===== src/rtl/assert_macros.svh =====
// Assertion macros shared by the RTL modules.
`ifndef ASSERT_MACROS_SVH
`define ASSERT_MACROS_SVH

// Property that must hold at every clock edge outside reset.
`define ASSERT_ALWAYS(label, clk, rst, prop, msg) \
  label: assert property (@(posedge clk) disable iff (rst) (prop)) else $error(msg);

// Same-cycle implication.
`define ASSERT_IMPL(label, clk, rst, ante, cons, msg) \
  label: assert property (@(posedge clk) disable iff (rst) (ante) |-> (cons)) else $error(msg);

// Next-cycle implication.
`define ASSERT_NEXT(label, clk, rst, ante, cons, msg) \
  label: assert property (@(posedge clk) disable iff (rst) (ante) |=> (cons)) else $error(msg);

`endif


===== src/rtl/mkmc_pkg.sv =====
// Package: shared types and constants of the multi-key match counter.
package mkmc_pkg;

  localparam int MAX_KEYS_DEF = 16;  // default key capacity
  localparam int KEY_SLOTS    = 16;  // slots addressable by the 4-bit slot field
  localparam int QUEUE_DEPTH  = 4;   // front-to-back queue depth

  localparam int SLOT_W  = 4;
  localparam int VALUE_W = 32;
  localparam int COUNT_W = 16;
  localparam int KCNT_W  = 5;

  localparam logic [COUNT_W-1:0] COUNT_MAX = '1;
  localparam logic [KCNT_W-1:0]  KCNT_RESET = 5'd16;

  typedef enum logic {
    OP_LOAD = 1'b0,
    OP_ELEM = 1'b1
  } opcode_t;

  // Command classes passed from front to back.
  typedef enum logic [1:0] {
    CMD_LOAD  = 2'd0,  // write a key
    CMD_COUNT = 2'd1,  // compare and count
    CMD_FLUSH = 2'd2   // compare, count, then read out and clear
  } cmd_t;

  typedef struct packed {
    cmd_t               cmd;
    logic [SLOT_W-1:0]  slot;
    logic [VALUE_W-1:0] value;
  } entry_t;

  // Queue status seen by the back end.
  typedef struct packed {
    logic   valid;
    entry_t entry;
  } q_out_t;

endpackage


===== src/rtl/mkmc_front.sv =====
// Front end: accepts input words, drops out-of-range loads, classifies the rest.
module mkmc_front #(
  parameter int MAX_KEYS = mkmc_pkg::MAX_KEYS_DEF
) (
  input  logic                                in_valid,
  output logic                                in_ready,
  input  logic                                opcode,
  input  logic [mkmc_pkg::SLOT_W-1:0]         key_slot,
  input  logic signed [mkmc_pkg::VALUE_W-1:0] value,
  input  logic                                last_element,
  input  logic                                q_full,
  output logic                                q_push,
  output mkmc_pkg::entry_t                    q_entry
);

  localparam int NumSlots = (MAX_KEYS < mkmc_pkg::KEY_SLOTS) ? MAX_KEYS : mkmc_pkg::KEY_SLOTS;

  logic keep;

  assign in_ready = !q_full;

  always_comb begin
    q_entry.slot  = key_slot;
    q_entry.value = $unsigned(value);
    q_entry.cmd   = mkmc_pkg::CMD_LOAD;
    keep          = 1'b1;
    if (opcode == mkmc_pkg::OP_LOAD) begin
      // loads past the key store are ignored
      keep = ({1'b0, key_slot} < mkmc_pkg::KCNT_W'(NumSlots));
    end else if (last_element) begin
      q_entry.cmd = mkmc_pkg::CMD_FLUSH;
    end else begin
      q_entry.cmd = mkmc_pkg::CMD_COUNT;
    end
  end

  assign q_push = in_valid && in_ready && keep;

endmodule


===== src/rtl/mkmc_queue.sv =====
// Small FIFO between front and back ends.
`include "assert_macros.svh"
module mkmc_queue #(
  parameter int DEPTH = mkmc_pkg::QUEUE_DEPTH
) (
  input  logic             clk,
  input  logic             rst,
  input  logic             push,
  input  mkmc_pkg::entry_t wr_entry,
  output logic             full,
  input  logic             pop,
  output mkmc_pkg::q_out_t q_out
);

  localparam int PtrW = (DEPTH > 1) ? $clog2(DEPTH) : 1;
  localparam int CntW = $clog2(DEPTH + 1);

  mkmc_pkg::entry_t  mem [DEPTH];
  logic [PtrW-1:0]   wr_ptr;
  logic [PtrW-1:0]   rd_ptr;
  logic [CntW-1:0]   cnt;
  logic              do_push;
  logic              do_pop;

  assign full        = (cnt == CntW'(DEPTH));
  assign do_push     = push && !full;
  assign do_pop      = pop && (cnt != '0);
  assign q_out.valid = (cnt != '0);
  assign q_out.entry = mem[rd_ptr];

  always_ff @(posedge clk) begin
    if (do_push) begin
      mem[wr_ptr] <= wr_entry;
    end
  end

  always_ff @(posedge clk) begin
    if (rst) begin
      wr_ptr <= '0;
      rd_ptr <= '0;
      cnt    <= '0;
    end else begin
      if (do_push) begin
        wr_ptr <= (wr_ptr == PtrW'(DEPTH - 1)) ? '0 : wr_ptr + 1'b1;
      end
      if (do_pop) begin
        rd_ptr <= (rd_ptr == PtrW'(DEPTH - 1)) ? '0 : rd_ptr + 1'b1;
      end
      unique case ({do_push, do_pop})
        2'b10:   cnt <= cnt + 1'b1;
        2'b01:   cnt <= cnt - 1'b1;
        default: cnt <= cnt;
      endcase
    end
  end

  `ASSERT_ALWAYS(a_cnt_bound, clk, rst, cnt <= CntW'(DEPTH), "queue count over depth")
  `ASSERT_NEXT(a_push_lands, clk, rst, do_push && !do_pop, cnt == $past(cnt) + 1'b1, "push lost")

endmodule


===== src/rtl/mkmc_back.sv =====
// Back end: key and count stores, parallel compare, readout sequencer, output register.
`include "assert_macros.svh"
module mkmc_back #(
  parameter int MAX_KEYS = mkmc_pkg::MAX_KEYS_DEF
) (
  input  logic                                clk,
  input  logic                                rst,
  input  logic                                cfg_we,
  input  logic [mkmc_pkg::KCNT_W-1:0]         cfg_wdata,
  input  mkmc_pkg::q_out_t                    q_out,
  output logic                                q_pop,
  output logic                                out_valid,
  input  logic                                out_ready,
  output logic [mkmc_pkg::SLOT_W-1:0]         key_index,
  output logic [mkmc_pkg::COUNT_W-1:0]        match_count,
  output logic                                last_count
);

  localparam int NumSlots = (MAX_KEYS < mkmc_pkg::KEY_SLOTS) ? MAX_KEYS : mkmc_pkg::KEY_SLOTS;
  localparam int IdxW     = (NumSlots > 1) ? $clog2(NumSlots) : 1;
  localparam int KW       = mkmc_pkg::KCNT_W;

  typedef enum logic [1:0] {
    ST_RUN   = 2'b01,
    ST_DRAIN = 2'b10
  } state_t;

  state_t                          state;
  state_t                          state_next;
  logic [KW-1:0]                   key_count;
  logic [mkmc_pkg::VALUE_W-1:0]    keys [NumSlots];
  logic [mkmc_pkg::COUNT_W-1:0]    counts [NumSlots];
  logic [mkmc_pkg::COUNT_W-1:0]    counts_next [NumSlots];
  logic [IdxW-1:0]                 idx;
  logic [IdxW-1:0]                 idx_next;
  logic [KW-1:0]                   n_use;
  logic                            idx_last;
  logic                            drain_load;
  logic                            is_cmp;
  logic                            clear_all;
  logic                            any_count;

  // keys in use, clipped to the store size
  assign n_use = (key_count > KW'(NumSlots)) ? KW'(NumSlots) : key_count;

  assign q_pop      = (state == ST_RUN) && q_out.valid;
  assign is_cmp     = q_pop && (q_out.entry.cmd != mkmc_pkg::CMD_LOAD);
  assign idx_last   = (KW'(idx) + KW'(1)) == n_use;
  assign drain_load = (state == ST_DRAIN) && (!out_valid || out_ready);
  assign clear_all  = (drain_load && idx_last) ||
                      (q_pop && (q_out.entry.cmd == mkmc_pkg::CMD_FLUSH) && (n_use == '0));

  always_comb begin
    for (int i = 0; i < NumSlots; i++) begin
      counts_next[i] = counts[i];
      if (is_cmp && (KW'(i) < n_use) && (keys[i] == q_out.entry.value) &&
          (counts[i] != mkmc_pkg::COUNT_MAX)) begin
        counts_next[i] = counts[i] + 1'b1;
      end
      if (clear_all) begin
        counts_next[i] = '0;
      end
    end
  end

  always_comb begin
    state_next = state;
    idx_next   = idx;
    unique case (state)
      ST_RUN: begin
        if (q_pop && (q_out.entry.cmd == mkmc_pkg::CMD_FLUSH) && (n_use != '0)) begin
          state_next = ST_DRAIN;
          idx_next   = '0;
        end
      end
      ST_DRAIN: begin
        if (drain_load) begin
          if (idx_last) begin
            state_next = ST_RUN;
          end else begin
            idx_next = idx + 1'b1;
          end
        end
      end
      default: begin
        state_next = ST_RUN;
      end
    endcase
  end

  always_ff @(posedge clk) begin
    if (q_pop && (q_out.entry.cmd == mkmc_pkg::CMD_LOAD)) begin
      keys[q_out.entry.slot[IdxW-1:0]] <= q_out.entry.value;
    end
    if (drain_load) begin
      key_index   <= mkmc_pkg::SLOT_W'(idx);
      match_count <= counts[idx];
      last_count  <= idx_last;
    end
  end

  always_ff @(posedge clk) begin
    if (rst) begin
      state     <= ST_RUN;
      idx       <= '0;
      key_count <= mkmc_pkg::KCNT_RESET;
      out_valid <= 1'b0;
      for (int i = 0; i < NumSlots; i++) begin
        counts[i] <= '0;
      end
    end else begin
      state <= state_next;
      idx   <= idx_next;
      if (cfg_we) begin
        key_count <= cfg_wdata;
      end
      if (drain_load) begin
        out_valid <= 1'b1;
      end else if (out_ready) begin
        out_valid <= 1'b0;
      end
      for (int i = 0; i < NumSlots; i++) begin
        counts[i] <= counts_next[i];
      end
    end
  end

  always_comb begin
    any_count = 1'b0;
    for (int i = 0; i < NumSlots; i++) begin
      any_count = any_count | (counts[i] != '0);
    end
  end

  `ASSERT_IMPL(a_idx_in_range, clk, rst, state == ST_DRAIN, KW'(idx) < n_use, "readout index past keys in use")
  `ASSERT_NEXT(a_clear_after_last, clk, rst, drain_load && idx_last, !any_count, "counts not cleared after readout")

endmodule


===== src/rtl/multi_key_match_counter.sv =====
// Top level: multi-key match counter (front classifier, queue, count/readout back end).
//
//  channel  | handshake            | payload
//  ---------+----------------------+-------------------------------------------
//  input    | in_valid / in_ready  | opcode, key_slot, value, last_element
//  result   | out_valid / out_ready| key_index, match_count, last_count
//  config   | cfg_we (no wait)     | cfg_wdata = key_count
//
// Loads and elements retire one word per cycle outside readout; the compare against all
//   keys and the saturating increments happen in parallel in the single back-end stage.
// A last element with n keys in use holds the back end while its n results are read out,
//   one result per cycle while out_ready is high; the 4-entry queue takes input until full.
// Reset clears the counts (flip-flops) and sets key_count to 16; no sweep.
// A stalled result sits in the output register; the back end waits only during readout.
module multi_key_match_counter #(
  parameter int MAX_KEYS    = mkmc_pkg::MAX_KEYS_DEF,
  parameter int QUEUE_DEPTH = mkmc_pkg::QUEUE_DEPTH
) (
  input  logic                                clk,
  input  logic                                rst,
  // configuration
  input  logic                                cfg_we,
  input  logic [mkmc_pkg::KCNT_W-1:0]         cfg_wdata,
  // input words
  input  logic                                in_valid,
  output logic                                in_ready,
  input  logic                                opcode,
  input  logic [mkmc_pkg::SLOT_W-1:0]         key_slot,
  input  logic signed [mkmc_pkg::VALUE_W-1:0] value,
  input  logic                                last_element,
  // result words
  output logic                                out_valid,
  input  logic                                out_ready,
  output logic [mkmc_pkg::SLOT_W-1:0]         key_index,
  output logic [mkmc_pkg::COUNT_W-1:0]        match_count,
  output logic                                last_count
);

  logic             q_full;
  logic             q_push;
  logic             q_pop;
  mkmc_pkg::entry_t q_entry;
  mkmc_pkg::q_out_t q_out;

  // front: classify, drop loads beyond the key store
  mkmc_front #(
    .MAX_KEYS (MAX_KEYS)
  ) u_front (
    .in_valid     (in_valid),
    .in_ready     (in_ready),
    .opcode       (opcode),
    .key_slot     (key_slot),
    .value        (value),
    .last_element (last_element),
    .q_full       (q_full),
    .q_push       (q_push),
    .q_entry      (q_entry)
  );

  // decoupling queue
  mkmc_queue #(
    .DEPTH (QUEUE_DEPTH)
  ) u_queue (
    .clk      (clk),
    .rst      (rst),
    .push     (q_push),
    .wr_entry (q_entry),
    .full     (q_full),
    .pop      (q_pop),
    .q_out    (q_out)
  );

  // back: key store, counts, readout
  mkmc_back #(
    .MAX_KEYS (MAX_KEYS)
  ) u_back (
    .clk         (clk),
    .rst         (rst),
    .cfg_we      (cfg_we),
    .cfg_wdata   (cfg_wdata),
    .q_out       (q_out),
    .q_pop       (q_pop),
    .out_valid   (out_valid),
    .out_ready   (out_ready),
    .key_index   (key_index),
    .match_count (match_count),
    .last_count  (last_count)
  );

endmodule


===== config.mk =====
export PLATFORM = sky130hd
export DESIGN_NAME = multi_key_match_counter
export DESIGN_NICKNAME = d
export VERILOG_FILES = /design/src/rtl/mkmc_pkg.sv /design/src/rtl/mkmc_front.sv /design/src/rtl/mkmc_queue.sv /design/src/rtl/mkmc_back.sv /design/src/rtl/multi_key_match_counter.sv
export VERILOG_INCLUDE_DIRS = /design/src /design/src/rtl
export SDC_FILE = /design/constraint.sdc
export NUM_CORES = 2
export LEC_CHECK = 0
export BUFFER_PORTS_ARGS = -buffer_cell sky130_fd_sc_hd__buf_2
export CAP_MARGIN = 25
export CORE_ASPECT_RATIO = 1.4
export CORE_MARGIN = 1
export CORE_UTILIZATION = 51
export CTS_BUF_LIST = sky130_fd_sc_hd__clkbuf_8
export DETAILED_ROUTE_END_ITERATION = 12
export GPL_TIMING_DRIVEN = 0
export PLACE_DENSITY = 0.67
export RECOVER_POWER = 100
export SYNTH_ARGS = -nofsm -noshare
export SYNTH_HDL_FRONTEND = slang
export SYNTH_SLANG_ARGS = --single-unit

===== constraint.sdc =====
create_clock -name clk -period 12.9 [get_ports clk]
set_input_delay 1.935 -clock clk [delete_from_list [all_inputs] [get_ports clk]]
set_output_delay 1.935 -clock clk [all_outputs]
set_load 0.01 [all_outputs]

---- Word level (Yosys, flattened, before mapping) ----
Memories as Yosys holds them, arrays and structs flattened. A register that Yosys moved wholly into a read port is not among the register bits.
Cells that the tools add are included.
word-level totals
  flip-flop bits (word level) ............. 24
  output and inout bits ................... 23
  input port bits ......................... 48
  memories ................................ 3
  memory bits (writable) .................. 920
operators by class
  add/subtract/negate cells ............... 22
  reductions and logical operators ........ 73
  mux-type cells .......................... 73
  bitwise logic cells ..................... 16
  equality and inequality tests ........... 45
  order comparisons ....................... 17
memories
  memory         words  bits a word  rd ports  clocked after Yosys merged registers in  wr ports  RTL line          RTL
  u_back.keys    16     32           16        0                                        1         mkmc_back.sv:31   logic [mkmc_pkg::VALUE_W-1:0] keys [NumSlots];
  u_back.counts  16     16           17        1                                        16        mkmc_back.sv:32   logic [mkmc_pkg::COUNT_W-1:0] counts [NumSlots];
  u_queue.mem    4      38           1         1                                        1         mkmc_queue.sv:18  mkmc_pkg::entry_t mem [DEPTH];
operators with widths
  cell                                                                 count
  16-bit two-way mux                                                   48
  32-bit == test                                                       16
  16-bit by 1-bit adder with 16-bit output, second input constant      16
  16-bit != test, second input constant                                16
  1-bit logical AND                                                    59
  4-bit by 5-bit < comparator with 1-bit output, first input constant  8
  3-bit by 5-bit < comparator with 1-bit output, first input constant  4
  2-bit two-way mux                                                    9
  1-bit OR                                                             16
  4-bit two-way mux                                                    3
  2-bit == test, second input constant                                 5
  1-bit by 5-bit < comparator with 1-bit output, first input constant  2
  2-bit by 5-bit < comparator with 1-bit output, first input constant  2
  1-bit two-way mux                                                    9
  4-bit one-hot mux with 2 select lines                                1
  2-bit nonzero test                                                   4
  3-bit one-hot mux with 2 select lines                                1
  4-bit by 1-bit adder with 5-bit output, second input constant        1
  5-bit == test                                                        1
  5-bit > comparator, second input constant                            1
  5-bit logical NOT                                                    1
  5-bit two-way mux                                                    1
  5-bit nonzero test                                                   1
  2-bit by 1-bit adder with 2-bit output, second input constant        2
  other kinds (14)                                                     19

---- Depth between registers and ports, before layout ----
  depth after elaboration ................. 9
  gate-level depth with buffers ........... 14
  mapped depth without buffers ............ 9

---- Cells and area by module ----
A second synthesis with hierarchy kept.
second synthesis, totals
  cell total of the unflattened synthesis .. 3272
  area total of the unflattened synthesis .. 43240.2 um^2
modules (own cells, without submodules)
  module      area each (um^2)  cells an instance  instances
  mkmc_back   36966.7           2980               1
  mkmc_queue  5977.0            252                1
  mkmc_front  296.5             40                 1

---- Worst setup path before layout ----
OpenSTA, ideal clock, no wires.
  path type ............................... register to register
  from .................................... register with a tool-made name
  to ...................................... memory u_back.keys[12][0] (netlist name) (enable)
  clock period less this slack ............ 4.431 ns
  setup slack ............................. 8.469 ns
  data arrival time ....................... 4.009 ns
  setup time .............................. 0.421 ns
  buffers on the path ..................... 7
  stages on the path, launching flop included .. 11
  data required time ...................... 12.479 ns
  cell sequence ........................... dfxtp_1 > buf_6 > buf_12 > buf_12 > clkbuf_1 > buf_2 > buf_2 > buf_1 > mux4_2 > or2_2 > nor2_1
RTL lines
  element           RTL line
  end: declaration  mkmc_back.sv:31

==> flow_summary.toml <==
[status]
status = "finished, violations left"
violations = "capacitance limit, slew limit"

[sta]
fin_crit_ps = 8880
period_share_pct = 68.8
max_freq_mhz = 113
setup_violations = 0
finClkSkew_ps = 49.7
slew_viol_final = 1462
tns_ps = 0
finalHoldViolCount = 0
max_slew.worst_pin.slew_ps = 2810
rsz0062_at_grt = "false"
max-slew-margin-rel_pct = -88.0

[clocking]
cts_tree = "yes"
ctsHtreeMaxLevel = 4
root_buffer = "clkbuf_8"
clkSinkCount = 962
clk_path_buf_depth = 3
cts_setup_buffers = 0
insertion_delay_ps = 850
hold_buffers = 0
cts_buffers = 151
clk_pin_slew_worst_paths_ps = 60
cts_resized = 0

[route]
post_drt_wl_per_cell_um = 27.3
drt-initial-drc-count = 2945
drtPass1Iterations = 6
drc = 0
drtAntennaViolNets = 0
viasPerCell = 6.30
wl_um = 140000
vias = 32400

[synth]
synth_area_leaders = "edfxtp_1 46%, dfxtp_1 12%, xnor2_1 8.2%"
ys_warn_count = 0
syn_nets = 3671
synth_common_cells = "685 x edfxtp_1, 422 x xnor2_1, 277 x dfxtp_1"
synth_edf_count = 685
synth_ff_type = "edfxtp_1"
synth_cell_types = 82
synthCells = 3599
avgSynthCellArea_um2 = 12.6
ys_seq_area_share_pct = 57.8
syn_area_um2 = 45200
yosysTopAreaCellShare_pct = 45.5
yosysMostFrequentCell = "edfxtp_1"
async_reset_ff_share_pct = 0
yosysTopAreaCell = "edfxtp_1"
ys_ff_latch = 962

[power_and_ir_drop]
p_leak_nw = 15.3
netSwitchingPower_mw = 3.49
clkPwrFrac_pct = 26.8
pwr_density_cell_nw_per_um2 = 192
ir_worst_vdd_uv = 143
comb_power_share_pct = 33.3
p_int_mw = 6.09
sw_frac_of_total_pct = 36.5
power.share.sequential_pct = 39.9

[global_route]
grt_max_degree = 34
grt.overflow.total = 0
grt_antenna_before_repair = 3
gr-usage-all-layers_pct = 31.4
grt_pass1_vias = 30900
grt_pass1_wl_um = 203000

[critical_path]
critPathKind = "flop to flop"
crit_fanout = 25
path_common_cell = "clkbuf_1"
slowest_delay_ps = 1570
cp_data_arrival_time_ps = 9530
cp_cell_sequence = "clkbuf_1 > clkbuf_1 > clkbuf_1 > mux4_2 > clkbuf_1 > clkbuf_1 > xnor2_1 > nand4_1 > nor4_1 > nand4_1 > clkbuf_1 > clkbuf_1 > o21ai_0 > a21oi_1"
cpMaxStageDelayCell = "clkbuf_1"
worst_setup_path_end_kind = "flop"
start_kind = "flop"
r2r_cells = 14
cp.required_ps = 13550
r2r_end = "u_back.counts[14][15]"
cp-endpoint = "u_back.counts[14][15]"
ff2ff_setup_slack_ps = 4020

[cells_and_area]
syn_to_final_growth_pct = 10.4
final_nets = 3917
drive_gt1_share_pct = 9.37
fillers = 7380
layoutNonFillerInstCount = 5132

[worst_hold_path]
hold_start = "u_back.counts[5][11]"
hold_class = "flop to flop"

[die]
start_util_pct = 51.7
dieWidth_um = 254
fp-row-count = 128
core_area_um2 = 87400
die_area_um2 = 89800
dieHeight_um = 354
pin_count = 71

[flow_run]
maxCapViolCount = 53

[placed_design]
dpl.hpwl_um = 97300
io_buffers = 68
place_congestion = 0.987
dp_cells = 4860
-- critical path: cells and delay by family, from the launching register on --
kind / cells / cell delay (ps)
AO/OA/AOI/OAI: 2 / 290
multiplexers: 1 / 370
buffers and inverters: 7 / 5410
AND/OR/NAND/NOR: 3 / 2040
flip-flops: 1 / 320
XOR/XNOR: 1 / 220
-- how the worst min path moves through the flow --
stage                            end  slack [ps]  depth (start not counted)
4_1_cts         u_back.counts[5][11]         500                          2
3_5_place_dp    u_back.counts[7][15]         490                          2
3_3_place_gp   u_back.counts[14][10]         470                          2
6_report        u_back.counts[5][11]         500                          2
2_1_floorplan    u_back.key_index[0]         430                          0
5_1_grt         u_back.counts[12][6]         520                          2
-- per-layer routing --
layer	vias to the layer above	share of wire, %	GRT usage (%)
met4	2	8.5	22.9
met3	494	8.1	6.38
met1	15900	36	37.0
met5	-	0.013	0
met2	1643	47	51.1
li1	14300	-	-
-- power by group through the flow --
stage	clock (mW)	combinational [mW]	sequential, mW
floorplan	0	1.94	3.84
global placement	0	3.10	3.87
detailed placement	0	3.20	3.85
CTS	2.60	3.21	3.79
global route	2.73	3.32	3.83
finish	2.57	3.19	3.82
-- logic make-up after synthesis --
kind of cell               Yosys count  share of synthesized area, %
and+or+nand+nor                   1139                          14.1
AOI/OAI and AO/OA                  504                          7.00
DFF                                962                          57.8
muxes                              209                          7.97
buffers and inverters              258                          2.49
adders and majority gates           24                         0.681
xor gates and xnor gates           503                          9.92
-- state kept, by name, summed over array words and instances, names as in the netlist, named ones only --
name                cells
u_back.keys           512
u_queue.cnt             3
u_back.counts         256
u_back.idx              4
u_queue.wr_ptr          2
u_queue.rd_ptr          2
u_back.state            2
u_back.last_count       1
u_back.out_valid        1
u_back.match_count     16
u_back.key_index        4
u_back.key_count        5
u_queue.mem           152
-- placed cells by master (no fill, tap or decap), drive strengths merged, types with 84 or more instances in the layout --
cell type	synthesis	routed
a21oi	171	171
clkbuf	103	409
dfxtp	277	277
edfxtp	685	685
inv	65	120
mux2i	85	85
mux4	118	118
nand2	178	178
nand3	160	160
nand4	190	190
nor2	120	120
o21ai	125	125
or3	119	119
or4	84	84
xnor2	432	432
-- per-stage QoR --
step	worst slack, ps	hold WS, ps	area (µm²)	util (%)	total power, mW
floorplan	8470	435	45200	-	5.77
global placement	5710	472	47000	53.7	6.97
detailed placement	7080	491	47500	54.3	7.05
CTS	7090	500	50400	57.7	9.60
global route	3530	520	49900	57.1	9.88
finish	4020	500	49900	57.1	9.58
-- area by class of cell --
class	count	area [µm²]	share of cell area, %
inverter	66	248	0.497
clock buffer	163	2240	4.50
timing repair buffer	93	412	0.825
antenna	2	5.00	0.0100
buffer	192	747	1.50
sequential	962	26100	52.3
multi-input combinational	2379	18000	36.0
clock inverter	105	693	1.39
tap	1170	1460	2.93
Power figures use the tool's default switching activity.
